[src/rtl/core/assert_macros.svh]
// ----------------------------------------------------------------------------
// Assertion macros
// Shared concurrent assertion forms for the RTL of the burst detector.
// ----------------------------------------------------------------------------
`ifndef ASSERT_MACROS_SVH
`define ASSERT_MACROS_SVH

// Same-cycle implication, off during reset
`define ASSERT_IMPLIES(label, clk, rst, lhs, rhs) \
   label: assert property (@(posedge clk) disable iff (rst) (lhs) |-> (rhs)) \
      else $error("assertion failed: same-cycle implication");

// Next-cycle implication, off during reset
`define ASSERT_NEXT(label, clk, rst, lhs, rhs) \
   label: assert property (@(posedge clk) disable iff (rst) (lhs) |=> (rhs)) \
      else $error("assertion failed: next-cycle implication");

`endif

[src/rtl/core/sbd_pkg.sv]
// ----------------------------------------------------------------------------
// Sound burst detector package
// Widths, codes, register defaults and shared types of the detector.
// ----------------------------------------------------------------------------
package sbd_pkg;

   // Payload and counter widths
   localparam int COUNT_WIDTH        = 16;
   localparam int BURST_NUMBER_WIDTH = 16;
   localparam int HOLDOFF_WIDTH      = 16;
   localparam int CSR_DATA_WIDTH     = 16;
   localparam int CSR_INDEX_WIDTH    = 2;

   // Register indexes
   localparam logic [CSR_INDEX_WIDTH-1:0] CSR_ENABLE         = 2'd0;
   localparam logic [CSR_INDEX_WIDTH-1:0] CSR_HOLDOFF_TICKS  = 2'd1;
   localparam logic [CSR_INDEX_WIDTH-1:0] CSR_SOUND_POLARITY = 2'd2;

   // Register reset values
   localparam logic                     ENABLE_RESET         = 1'b1;
   localparam logic [HOLDOFF_WIDTH-1:0] HOLDOFF_TICKS_RESET  = 16'd200;
   localparam logic                     SOUND_POLARITY_RESET = 1'b0;

   // Event kinds
   localparam logic EVENT_BEGIN = 1'b0;
   localparam logic EVENT_END   = 1'b1;

   // Detector modes
   typedef enum logic [2:0] {
      MODE_QUIET = 3'b001,
      MODE_NOISY = 3'b010,
      MODE_HOLD  = 3'b100
   } mode_type;

   // Configuration as seen by the detector core
   typedef struct packed {
      logic                     enable;
      logic [HOLDOFF_WIDTH-1:0] holdoff_ticks;
      logic                     sound_polarity;
   } cfg_type;

   // Core state exported for checking
   typedef struct packed {
      mode_type               mode;
      logic [COUNT_WIDTH-1:0] burst_total;
   } status_type;

endpackage

[src/rtl/core/sbd_req_if.sv]
// ----------------------------------------------------------------------------
// Tick channel
// Valid/ready channel that carries one sampled sensor level per item.
// ----------------------------------------------------------------------------
interface sbd_req_if;
   logic valid;
   logic ready;
   logic sample_level;

   modport source (output valid, output sample_level, input ready);
   modport sink   (input valid, input sample_level, output ready);
endinterface

[src/rtl/core/sbd_rsp_if.sv]
// ----------------------------------------------------------------------------
// Event channel
// Valid/ready channel that carries burst begin and end events.
// ----------------------------------------------------------------------------
interface sbd_rsp_if;
   logic                                   valid;
   logic                                   ready;
   logic                                   event_kind;
   logic [sbd_pkg::BURST_NUMBER_WIDTH-1:0] burst_number;

   modport source (output valid, output event_kind, output burst_number, input ready);
   modport sink   (input valid, input event_kind, input burst_number, output ready);
endinterface

[src/rtl/core/sbd_csr.sv]
// ----------------------------------------------------------------------------
// Burst detector configuration registers
// Holds enable, hold-off length and polarity; flags a re-enable write.
// ----------------------------------------------------------------------------
module sbd_csr (
   input  logic                                clock,
   input  logic                                reset,
   input  logic                                csr_write_enable,
   input  logic [sbd_pkg::CSR_INDEX_WIDTH-1:0] csr_index,
   input  logic [sbd_pkg::CSR_DATA_WIDTH-1:0]  csr_write_data,
   output sbd_pkg::cfg_type                    cfg,
   output logic                                resume
);
   import sbd_pkg::*;

   cfg_type cfg_ff;
   cfg_type cfg_in;
   logic    resume_in;

   // Decode one register write
   always_comb begin
      cfg_in    = cfg_ff;
      resume_in = 1'b0;
      if (csr_write_enable) begin
         case (csr_index)
            CSR_ENABLE: begin
               cfg_in.enable = csr_write_data[0];
               resume_in     = csr_write_data[0] & ~cfg_ff.enable;
            end
            CSR_HOLDOFF_TICKS: begin
               cfg_in.holdoff_ticks = csr_write_data[HOLDOFF_WIDTH-1:0];
            end
            CSR_SOUND_POLARITY: begin
               cfg_in.sound_polarity = csr_write_data[0];
            end
            default: begin
               cfg_in = cfg_ff;
            end
         endcase
      end
   end

   // Hold the registers
   always_ff @(posedge clock) begin
      if (reset) begin
         cfg_ff.enable         <= ENABLE_RESET;
         cfg_ff.holdoff_ticks  <= HOLDOFF_TICKS_RESET;
         cfg_ff.sound_polarity <= SOUND_POLARITY_RESET;
      end else begin
         cfg_ff <= cfg_in;
      end
   end

   // Restart in quiet at the same edge that sets enable
   assign cfg    = cfg_ff;
   assign resume = resume_in;

endmodule

[src/rtl/core/sbd_core.sv]
// ----------------------------------------------------------------------------
// Burst detector core
// Edge detection, mode update, hold-off timer and the event output register.
// ----------------------------------------------------------------------------
module sbd_core (
   input  logic                clock,
   input  logic                reset,
   input  sbd_pkg::cfg_type    cfg,
   input  logic                resume,
   input  logic                item_valid,
   input  logic                item_level,
   output logic                advance,
   output sbd_pkg::status_type status,
   sbd_rsp_if.source           rsp
);
   import sbd_pkg::*;

   logic                          prior_ff;
   logic                          prior_in;
   mode_type                      mode_ff;
   mode_type                      mode_in;
   logic [HOLDOFF_WIDTH-1:0]      elapsed_ff;
   logic [HOLDOFF_WIDTH-1:0]      elapsed_in;
   logic [COUNT_WIDTH-1:0]        total_ff;
   logic [COUNT_WIDTH-1:0]        total_in;
   logic                          out_valid_ff;
   logic                          out_valid_in;
   logic                          out_kind_ff;
   logic [BURST_NUMBER_WIDTH-1:0] out_number_ff;
   logic                          sound;
   logic                          edge_done;
   logic                          emit;
   logic                          emit_kind;

   // Advance when the output register is free or being drained
   assign advance = item_valid & (~out_valid_ff | rsp.ready);
   assign sound   = (item_level == cfg.sound_polarity);

   // Update the detector for one tick
   always_comb begin
      prior_in   = prior_ff;
      mode_in    = mode_ff;
      elapsed_in = elapsed_ff;
      total_in   = total_ff;
      edge_done  = 1'b0;
      emit       = 1'b0;
      emit_kind  = EVENT_BEGIN;
      if (advance && cfg.enable) begin
         // Handle a change of the sound flag
         if (sound != prior_ff) begin
            prior_in = sound;
            if (sound) begin
               case (mode_ff)
                  MODE_QUIET: begin
                     mode_in   = MODE_NOISY;
                     total_in  = total_ff + COUNT_WIDTH'(1);
                     emit      = 1'b1;
                     emit_kind = EVENT_BEGIN;
                     edge_done = 1'b1;
                  end
                  MODE_HOLD: begin
                     mode_in   = MODE_NOISY;
                     edge_done = 1'b1;
                  end
                  default: begin
                     edge_done = 1'b0;
                  end
               endcase
            end else if (mode_ff == MODE_NOISY) begin
               mode_in    = MODE_HOLD;
               elapsed_in = '0;
               edge_done  = 1'b1;
            end
         end
         // Run the hold-off timer
         if (!edge_done && mode_ff == MODE_HOLD) begin
            if (elapsed_ff >= cfg.holdoff_ticks) begin
               mode_in   = MODE_QUIET;
               emit      = 1'b1;
               emit_kind = EVENT_END;
            end else begin
               elapsed_in = elapsed_ff + HOLDOFF_WIDTH'(1);
            end
         end
      end
      // Re-enable restarts in quiet
      if (resume) begin
         mode_in = MODE_QUIET;
      end
   end

   assign out_valid_in = advance ? emit : (out_valid_ff & ~rsp.ready);

   // Hold the detector state and the output control
   always_ff @(posedge clock) begin
      if (reset) begin
         prior_ff     <= 1'b0;
         mode_ff      <= MODE_QUIET;
         elapsed_ff   <= '0;
         total_ff     <= '0;
         out_valid_ff <= 1'b0;
      end else begin
         prior_ff     <= prior_in;
         mode_ff      <= mode_in;
         elapsed_ff   <= elapsed_in;
         total_ff     <= total_in;
         out_valid_ff <= out_valid_in;
      end
   end

   // Load the event payload
   always_ff @(posedge clock) begin
      if (advance && emit) begin
         out_kind_ff   <= emit_kind;
         out_number_ff <= BURST_NUMBER_WIDTH'(total_in);
      end
   end

   assign rsp.valid        = out_valid_ff;
   assign rsp.event_kind   = out_kind_ff;
   assign rsp.burst_number = out_number_ff;

   assign status.mode        = mode_ff;
   assign status.burst_total = total_ff;

endmodule

[src/rtl/core/sound_burst_detector_unit.sv]
// Path: an accepted item is held in the input register; its event is then loaded
// into the event output register, from which rsp_ch can take it.
// Throughput: one tick item per cycle; the input register and the event
// output register stall together only while an event waits on rsp_ch.
// A tick that causes no event leaves the input register without loading the event output register.
// Reset: synchronous, active high; registers return to their defaults and
// ----------------------------------------------------------------------------
// Sound burst detector unit
// Top level: tick input register, configuration registers and detector core.
// The detector returns to quiet with a zero burst count at reset.
// ----------------------------------------------------------------------------
`include "assert_macros.svh"

module sound_burst_detector_unit (
   input  logic                                clock,
   input  logic                                reset,
   sbd_req_if.sink                             req_ch,
   sbd_rsp_if.source                           rsp_ch,
   input  logic                                csr_write_enable,
   input  logic [sbd_pkg::CSR_INDEX_WIDTH-1:0] csr_index,
   input  logic [sbd_pkg::CSR_DATA_WIDTH-1:0]  csr_write_data
);
   import sbd_pkg::*;

   cfg_type    cfg;
   status_type status;
   logic       resume;
   logic       advance;
   logic       in_valid_ff;
   logic       in_valid_in;
   logic       in_level_ff;
   logic       req_take;

   // Take a new item when the input register is empty or moving on
   assign req_ch.ready = ~in_valid_ff | advance;
   assign req_take     = req_ch.valid & req_ch.ready;
   assign in_valid_in  = req_take | (in_valid_ff & ~advance);

   // Hold the input register
   always_ff @(posedge clock) begin
      if (reset) begin
         in_valid_ff <= 1'b0;
      end else begin
         in_valid_ff <= in_valid_in;
      end
   end

   always_ff @(posedge clock) begin
      if (req_take) begin
         in_level_ff <= req_ch.sample_level;
      end
   end

   sbd_csr u_csr (
      .clock            (clock),
      .reset            (reset),
      .csr_write_enable (csr_write_enable),
      .csr_index        (csr_index),
      .csr_write_data   (csr_write_data),
      .cfg              (cfg),
      .resume           (resume)
   );

   sbd_core u_core (
      .clock      (clock),
      .reset      (reset),
      .cfg        (cfg),
      .resume     (resume),
      .item_valid (in_valid_ff),
      .item_level (in_level_ff),
      .advance    (advance),
      .status     (status),
      .rsp        (rsp_ch)
   );

   // A waiting event with a full input register blocks new items
   `ASSERT_IMPLIES(a_stall_blocks_input, clock, reset, rsp_ch.valid && !rsp_ch.ready && in_valid_ff, !req_ch.ready)
   // An accepted item lands in the input register
   `ASSERT_NEXT(a_take_fills_input, clock, reset, req_ch.valid && req_ch.ready, in_valid_ff)
   // A shown event carries the current burst count
   `ASSERT_IMPLIES(a_event_matches_count, clock, reset, rsp_ch.valid, rsp_ch.burst_number == BURST_NUMBER_WIDTH'(status.burst_total))

endmodule
[src/flat_wrapper.sv]
// flat-port wrapper written by rule: the top's interface ports become plain ports
module sound_burst_detector_unit_flat import sbd_pkg::*;
  (clock, reset, csr_write_enable, csr_index, csr_write_data, req_ch_valid, req_ch_sample_level, req_ch_ready, rsp_ch_valid, rsp_ch_event_kind, rsp_ch_burst_number, rsp_ch_ready);
  sbd_req_if req_ch_i ();
  sbd_rsp_if rsp_ch_i ();
  input  logic clock;
  input  logic reset;
  input  logic csr_write_enable;
  input  logic [sbd_pkg::CSR_INDEX_WIDTH-1:0] csr_index;
  input  logic [sbd_pkg::CSR_DATA_WIDTH-1:0] csr_write_data;
  input wire logic [$bits(req_ch_i.valid)-1:0] req_ch_valid;
  input wire logic [$bits(req_ch_i.sample_level)-1:0] req_ch_sample_level;
  output wire logic [$bits(req_ch_i.ready)-1:0] req_ch_ready;
  output wire logic [$bits(rsp_ch_i.valid)-1:0] rsp_ch_valid;
  output wire logic [$bits(rsp_ch_i.event_kind)-1:0] rsp_ch_event_kind;
  output wire logic [$bits(rsp_ch_i.burst_number)-1:0] rsp_ch_burst_number;
  input wire logic [$bits(rsp_ch_i.ready)-1:0] rsp_ch_ready;
  assign req_ch_i.valid = req_ch_valid;
  assign req_ch_i.sample_level = req_ch_sample_level;
  assign req_ch_ready = req_ch_i.ready;
  assign rsp_ch_valid = rsp_ch_i.valid;
  assign rsp_ch_event_kind = rsp_ch_i.event_kind;
  assign rsp_ch_burst_number = rsp_ch_i.burst_number;
  assign rsp_ch_i.ready = rsp_ch_ready;
  sound_burst_detector_unit u_core (.clock(clock), .reset(reset), .req_ch(req_ch_i), .rsp_ch(rsp_ch_i), .csr_write_enable(csr_write_enable), .csr_index(csr_index), .csr_write_data(csr_write_data));
endmodule
[config.mk]
export PLATFORM = sky130hd
export DESIGN_NAME = sound_burst_detector_unit_flat
export DESIGN_NICKNAME = d
export VERILOG_FILES = /design/src/rtl/core/sbd_pkg.sv /design/src/rtl/core/sbd_req_if.sv /design/src/rtl/core/sbd_rsp_if.sv /design/src/rtl/core/sbd_csr.sv /design/src/rtl/core/sbd_core.sv /design/src/rtl/core/sound_burst_detector_unit.sv /design/src/flat_wrapper.sv
export VERILOG_INCLUDE_DIRS = /design/src /design/src/rtl/core
export SDC_FILE = /design/constraint.sdc
export NUM_CORES = 1
export LEC_CHECK = 0
export BUFFER_PORTS_ARGS = -buffer_cell sky130_fd_sc_hd__buf_2
export CAP_MARGIN = 5
export CELL_PAD_IN_SITES_DETAIL_PLACEMENT = 1
export CELL_PAD_IN_SITES_GLOBAL_PLACEMENT = 1
export CORE_MARGIN = 5
export CORE_UTILIZATION = 44
export CTS_CLUSTER_DIAMETER = 80
export DETAILED_ROUTE_END_ITERATION = 7
export GPL_ROUTABILITY_DRIVEN = 1
export PLACE_DENSITY = 0.9
export REMOVE_ABC_BUFFERS = 1
export SKIP_LAST_GASP = 1
export SLEW_MARGIN = 25
export SYNTH_ARGS = -nofsm -noshare
export SYNTH_HDL_FRONTEND = slang
export SYNTH_SLANG_ARGS = --single-unit
export TNS_END_PERCENT = 30
[constraint.sdc]
create_clock -name clock -period 3.85 [get_ports clock]
set_input_delay 0.5775 -clock clock [delete_from_list [all_inputs] [get_ports clock]]
set_output_delay 0.5775 -clock clock [all_outputs]
set_load 0.02 [all_outputs]
# Word level (Yosys, flattened, before mapping)
# Index checks and enable logic that the tools add are counted.
word_totals:
  ff_bits: 74
  out_inout_bits: 19
  wordCells: 77
op_classes:
  order_cmp: 1
  n_mux: 30
  addsub: 2
  n_bitwise: 13
  n_reduce_logical: 12
  eq_ne: 7
op_table:
  columns: ["op", "n"]
  rows:
  - ["$mux W16", 9]
  - ["$add A16 B1 Y16 const B", 2]
  - ["$mux W3", 6]
  - ["$ge A16 B16 Y1", 1]
  - ["$mux W1", 15]
  - ["$reduce_and A2 Y1", 5]
  - ["$and A1 B1 Y1", 5]
  - ["$not A1 Y1", 5]
  - ["$reduce_or A2 Y1", 2]
  - ["$eq A3 B1 Y1 const B", 1]
  - ["$eq A3 B2 Y1 const B", 1]
  - ["$eq A3 B3 Y1 const B", 1]
  - ["$logic_and A1 B1 Y1", 3]
  - ["$or A1 B1 Y1", 3]
  - ["$eq A2 B1 Y1 const B", 1]
  - ["$eq A2 B2 Y1 const B", 1]
  - ["$logic_not A2 Y1", 1]
  - ["$eq A1 B1 Y1", 1]
  - ["$logic_not A1 Y1", 1]
  - ["$ne A1 B1 Y1", 1]

# Depth between registers and ports, before layout
depth:
  depth_word: 11
  ltp_mapped: 9

# Cells and area by module
# From an unflattened synthesis, not the netlist that was laid out.
unflattened:
  cells_unflattened: 389
  hier_area_um2: 3719.8
modules_own_cells:
  columns: ["module", "cells_each", "seq_area_each_um2", "instances", "area_per_inst_um2"]
  rows:
  - ["sbd_core", 303, 1251.2, 1, 2819.0]
  - ["sbd_csr", 80, 360.3, 1, 815.8]
  - ["sound_burst_detector_unit", 6, 50.0, 1, 85.1]

# Worst setup path before layout
# No wires, ideal clock.
synth_timing:
  path_kind: "register to register"
  from: "reg u_core.u_core.elapsed_ff[13]"
  to: "reg u_core.u_core.out_number_ff[0], in the netlist u_core.u_core.rsp.burst_number[0] (enable)"
  path_stages_with_launch: 9
  arrival_ns: 2.363
  setup_slack_ns: 1.114
  period_less_slack_ns: 2.736
  setup_time_ns: 0.373
  path_cell_list: "dfxtp_1 > ha_1 > nand4_1 > nor3_1 > or4b_2 > nand3_1 > buf_2 > nand2_1 > nand2_1"
synth_between:
  elab_chain_cells: 5
synth_lines:
  columns: ["item", "line", "rtl"]
  rows:
  - ["from (decl)", "sbd_core.sv:22", "logic [HOLDOFF_WIDTH-1:0] elapsed_ff;"]
  - ["from (signal assigned)", "sbd_core.sv:105", "elapsed_ff <= elapsed_in;"]
  - ["$ge A16 B16 Y1", "sbd_core.sv:77", "if (elapsed_ff >= cfg.holdoff_ticks) begin"]
  - ["$mux W1", "sbd_core.sv:77", null]
  - ["$mux W1", "sbd_core.sv:76", "if (!edge_done && mode_ff == MODE_HOLD) begin"]
  - ["$mux W1", "sbd_core.sv:48", "if (advance && cfg.enable) begin"]
  - ["$logic_and A1 B1 Y1", "sbd_core.sv:113", "if (advance && emit) begin"]
  - ["to (signal assigned)", "sbd_core.sv:115", "out_number_ff <= BURST_NUMBER_WIDTH'(total_in);"]
  - ["to (decl)", "sbd_core.sv:29", "logic [BURST_NUMBER_WIDTH-1:0] out_number_ff;"]
# Every way passes these cells.
# A chain may end at the register's enable or synchronous reset.

# Worst setup path in the final report
layout_timing:
  from: "reg u_core.u_core.elapsed_ff[13]"
  to: "reg u_core.u_core.out_number_ff[14], in the netlist u_core.u_core.rsp.burst_number[14] (enable)"
# Same word-level chain as after synthesis.

==> impl_metrics.csv <==
group,metric,value,unit
status,run_status,"finished, final reports clean",
timing,tns,0,ns
placement,routabilityCongestion,0.775,
layout,num_antenna_cells,0,
global_route,grt_max_degree,29,
floorplanning,die_area,9870,µm²
routing,final_antenna_net_count,0,
global_route,grt_pass1_wl,15.0,mm
placement,dp_hpwl,6.34,mm
power,swShare,24.4,%
clock_network,hold_buffers,0,
floorplanning,coreArea,7770,µm²
global_route,track_usage,18.8,%
power,power_switching,391,µW
synth,synth-edff-count,18,
timing,tightest_slew,0.726,ns
worst_setup_path,cp-start-kind,"flop",
clock_network,cts_setup_buffers,0,
clock_network,cts_tree,"built",
timing,finClkSkew,0.00935,ns
layout,fin_nets,472,
power,pwr-share-seq,51.0,%
worst_hold_path,holdPathStages,1,
timing,relSlewSlack,51.5,%
worst_setup_path,endpoint_kind,"flop",
power,peakVddDrop,194,µV
timing,holdWs,0.399,ns
placement,place_inst,521,
synth,async_reset_ff_share,0,%
worst_hold_path,min_path_type,"in -> reg",
power,pwr-share-clk,43.1,%
floorplanning,die_height,99.4,µm
routing,vias_per_cell,5.57,
timing,timing.final.crit_share,82.0,%
layout,finalNonFillerCells,537,
timing,hold_viol_final,0,
routing,dr_total_vias,2989,
timing,setup_viol,0,
routing,route.detailed.drc,0,
layout,final_area,4060,µm²
synth,ys_ff_latch,74,
floorplanning,rows,32,
clock_network,cts_resized,0,
timing,min_period,3.16,ns
run,drv_cap,0,
synth,post_synth.cell_area_avg,9.08,µm²
timing,rsz0062_at_grt,"no",
routing,first_pass_iters,4,
synth,ys_types,48,
worst_setup_path,crit_path_max_fanout,17,
clock_network,htree_levels,3,
clock_network,cts_max_path_buffers,2,
clock_network,clkTransAtPathRegs,0.08,ns
timing,max_freq,317,MHz
placement,port_buffers,42,
floorplanning,die_x,99.4,µm
synth,syn_inst,387,
clock_network,cts_made_buffers,9,
layout,mostFrequentLayoutCells,"56 x nand2_1, 56 x dfxtp_1, 42 x buf_2",
routing,drt_iter0_markers,116,
power,p_int,1210,µW
worst_setup_path,reg2reg_depth,8,
synth,synth-main-ff-cell,"dfxtp_1",
floorplanning,initial_utilization,45.2,%
placement,postPlaceCellArea,3830,µm²
power,combinationalPowerShare,5.9,%
power,p_leak,0.00163,µW
synth,syn-cell-area,3510,µm²
clock_network,cts_root_buf,"clkbuf_8",
synth,yosysWarnings,0,
synth,ys_seq_area_share,47.3,%
worst_setup_path,path_class,"reg -> reg",
clock_network,cts.sinks,74,
clock_network,insertion_delay,0.36,ns
layout,area_growth,15.4,%
worst_setup_path,cp_data_required_time,3.84,ns
layout,drive_above_1_share,17.9,%
global_route,overflow,0,
global_route,antenna_found_initial,0,
global_route,grt_pass1_vias,3232,
timing,slew_viol_final,0,
power,power.density,396,nW/µm²
routing,wl,8.94,mm
floorplanning,io_pins,43,
routing,avgRoutedWirePerCell,16.6,µm
worst_setup_path,crit_arrival,3.15,ns
==> sequential cells by signal, indices dropped and copies added, names as in the netlist <==
name                            cells
u_core.in_valid_ff                  1
u_core.in_level_ff                  1
u_core.u_core.mode_ff               3
u_core.u_core.rsp.event_kind        1
u_core.u_core.elapsed_ff           16
u_core.u_core.rsp.burst_number     16
u_core.u_csr.cfg                   18
u_core.u_core.rsp.valid             1
u_core.u_core.prior_ff              1
u_core.u_core.total_ff             16
==> worst paths after layout <==
check,from,end,slack [ns]
max,u_core.u_core.elapsed_ff[13],u_core.u_core.rsp.burst_number[14],0.69
min,req_ch_sample_level,u_core.in_level_ff,0.40
min reg2reg,u_core.u_csr.cfg[9],u_core.u_csr.cfg[9],0.46
max reg2reg,u_core.u_core.elapsed_ff[13],u_core.u_core.rsp.burst_number[14],0.69
==> critical path, stage by stage, from the launching register on <==
cell	delay [ns]
dfxtp_1	0.39
ha_1	0.33
nand4_1	0.16
nor3_1	0.32
or4b_2	0.63
nand3_1	0.11
buf_4	0.18
nand2_1	0.11
nand2_1	0.56
==> stage by stage <==
stage               total power (µW)  worst slack [ns]  util, %
finish                          1610             0.695     52.2
global route                    1660             0.446     52.2
CTS                             1620             0.689     52.2
detailed placement               933             0.725     49.3
global placement                 926             0.901     49.3
floorplan                        888              1.11        -
==> per-layer routing <==
metal	global-route usage, %	up-vias	share of wire [%]
li1	-	1456	-
met1	20.5	1465	41
met2	35.8	55	54
met3	3.09	13	3.8
met4	7.77	0	1.6
met5	0	-	0
==> power by group through the flow <==
stage / sequential, µW / clock [µW] / combinational, µW
floorplan: 841 / 0 / 47.5
global placement: 836 / 0 / 90.0
detailed placement: 837 / 0 / 95.7
CTS: 819 / 700 / 96.5
global route: 821 / 733 / 106
finish: 819 / 691 / 95.0
==> cell usage after synthesis, types with 2 or more instances <==
| cell type | count | area share [%] |
|---|---|---|
| or4_1 | 3 | 0.64 |
| inv_1 | 22 | 2.4 |
| and4_1 | 2 | 0.50 |
| nand3_1 | 14 | 2.0 |
| nand2_1 | 56 | 6.0 |
| a21oi_1 | 26 | 3.7 |
| o21ai_0 | 10 | 1.4 |
| ha_1 | 18 | 6.4 |
| nor3_1 | 13 | 1.9 |
| o211ai_1 | 8 | 1.7 |
| edfxtp_1 | 18 | 15 |
| nor4_1 | 2 | 0.36 |
| nor3b_1 | 3 | 0.64 |
| clkbuf_1 | 9 | 0.96 |
| o311ai_0 | 2 | 0.50 |
| o41ai_1 | 2 | 0.50 |
| mux2i_1 | 4 | 1.1 |
| nand2b_1 | 4 | 0.71 |
| xnor2_1 | 8 | 2.0 |
| a31oi_1 | 2 | 0.36 |
| a31o_2 | 2 | 0.50 |
| nor2_1 | 20 | 2.1 |
| and2_1 | 18 | 3.2 |
| and3_1 | 8 | 1.4 |
| buf_2 | 2 | 0.28 |
| buf_1 | 4 | 0.43 |
| or2_2 | 7 | 1.2 |
| a211oi_1 | 2 | 0.43 |
| dfxtp_1 | 56 | 32 |
| a2111oi_0 | 3 | 0.75 |
| nand4_1 | 11 | 2.0 |
| o31ai_1 | 5 | 1.1 |
| nor2b_1 | 2 | 0.36 |
| xor2_1 | 7 | 1.7 |
==> area by class of cell <==
cell class              count  area [µm²]
clock buffers               9         124
clock inverters             7         101
fillers                   914        3710
inverters                  23        86.3
multi-input cells         275        1710
flip-flops and latches     74        1660
well taps                 102         128
repair buffers             47         248
==> cells by family (layout without fill, tap and decap cells) <==
family	Yosys count	after routing	synth area share, %
compound gates	65	65	11.6
simple gates	171	171	24.9
flops	74	74	47.3
buf+inv	38	86	4.13
mux	5	5	1.46
fa+ha+maj	18	18	6.41
xor+xnor	16	16	4.20
Note: power is estimated with default switching activity, not from simulation.
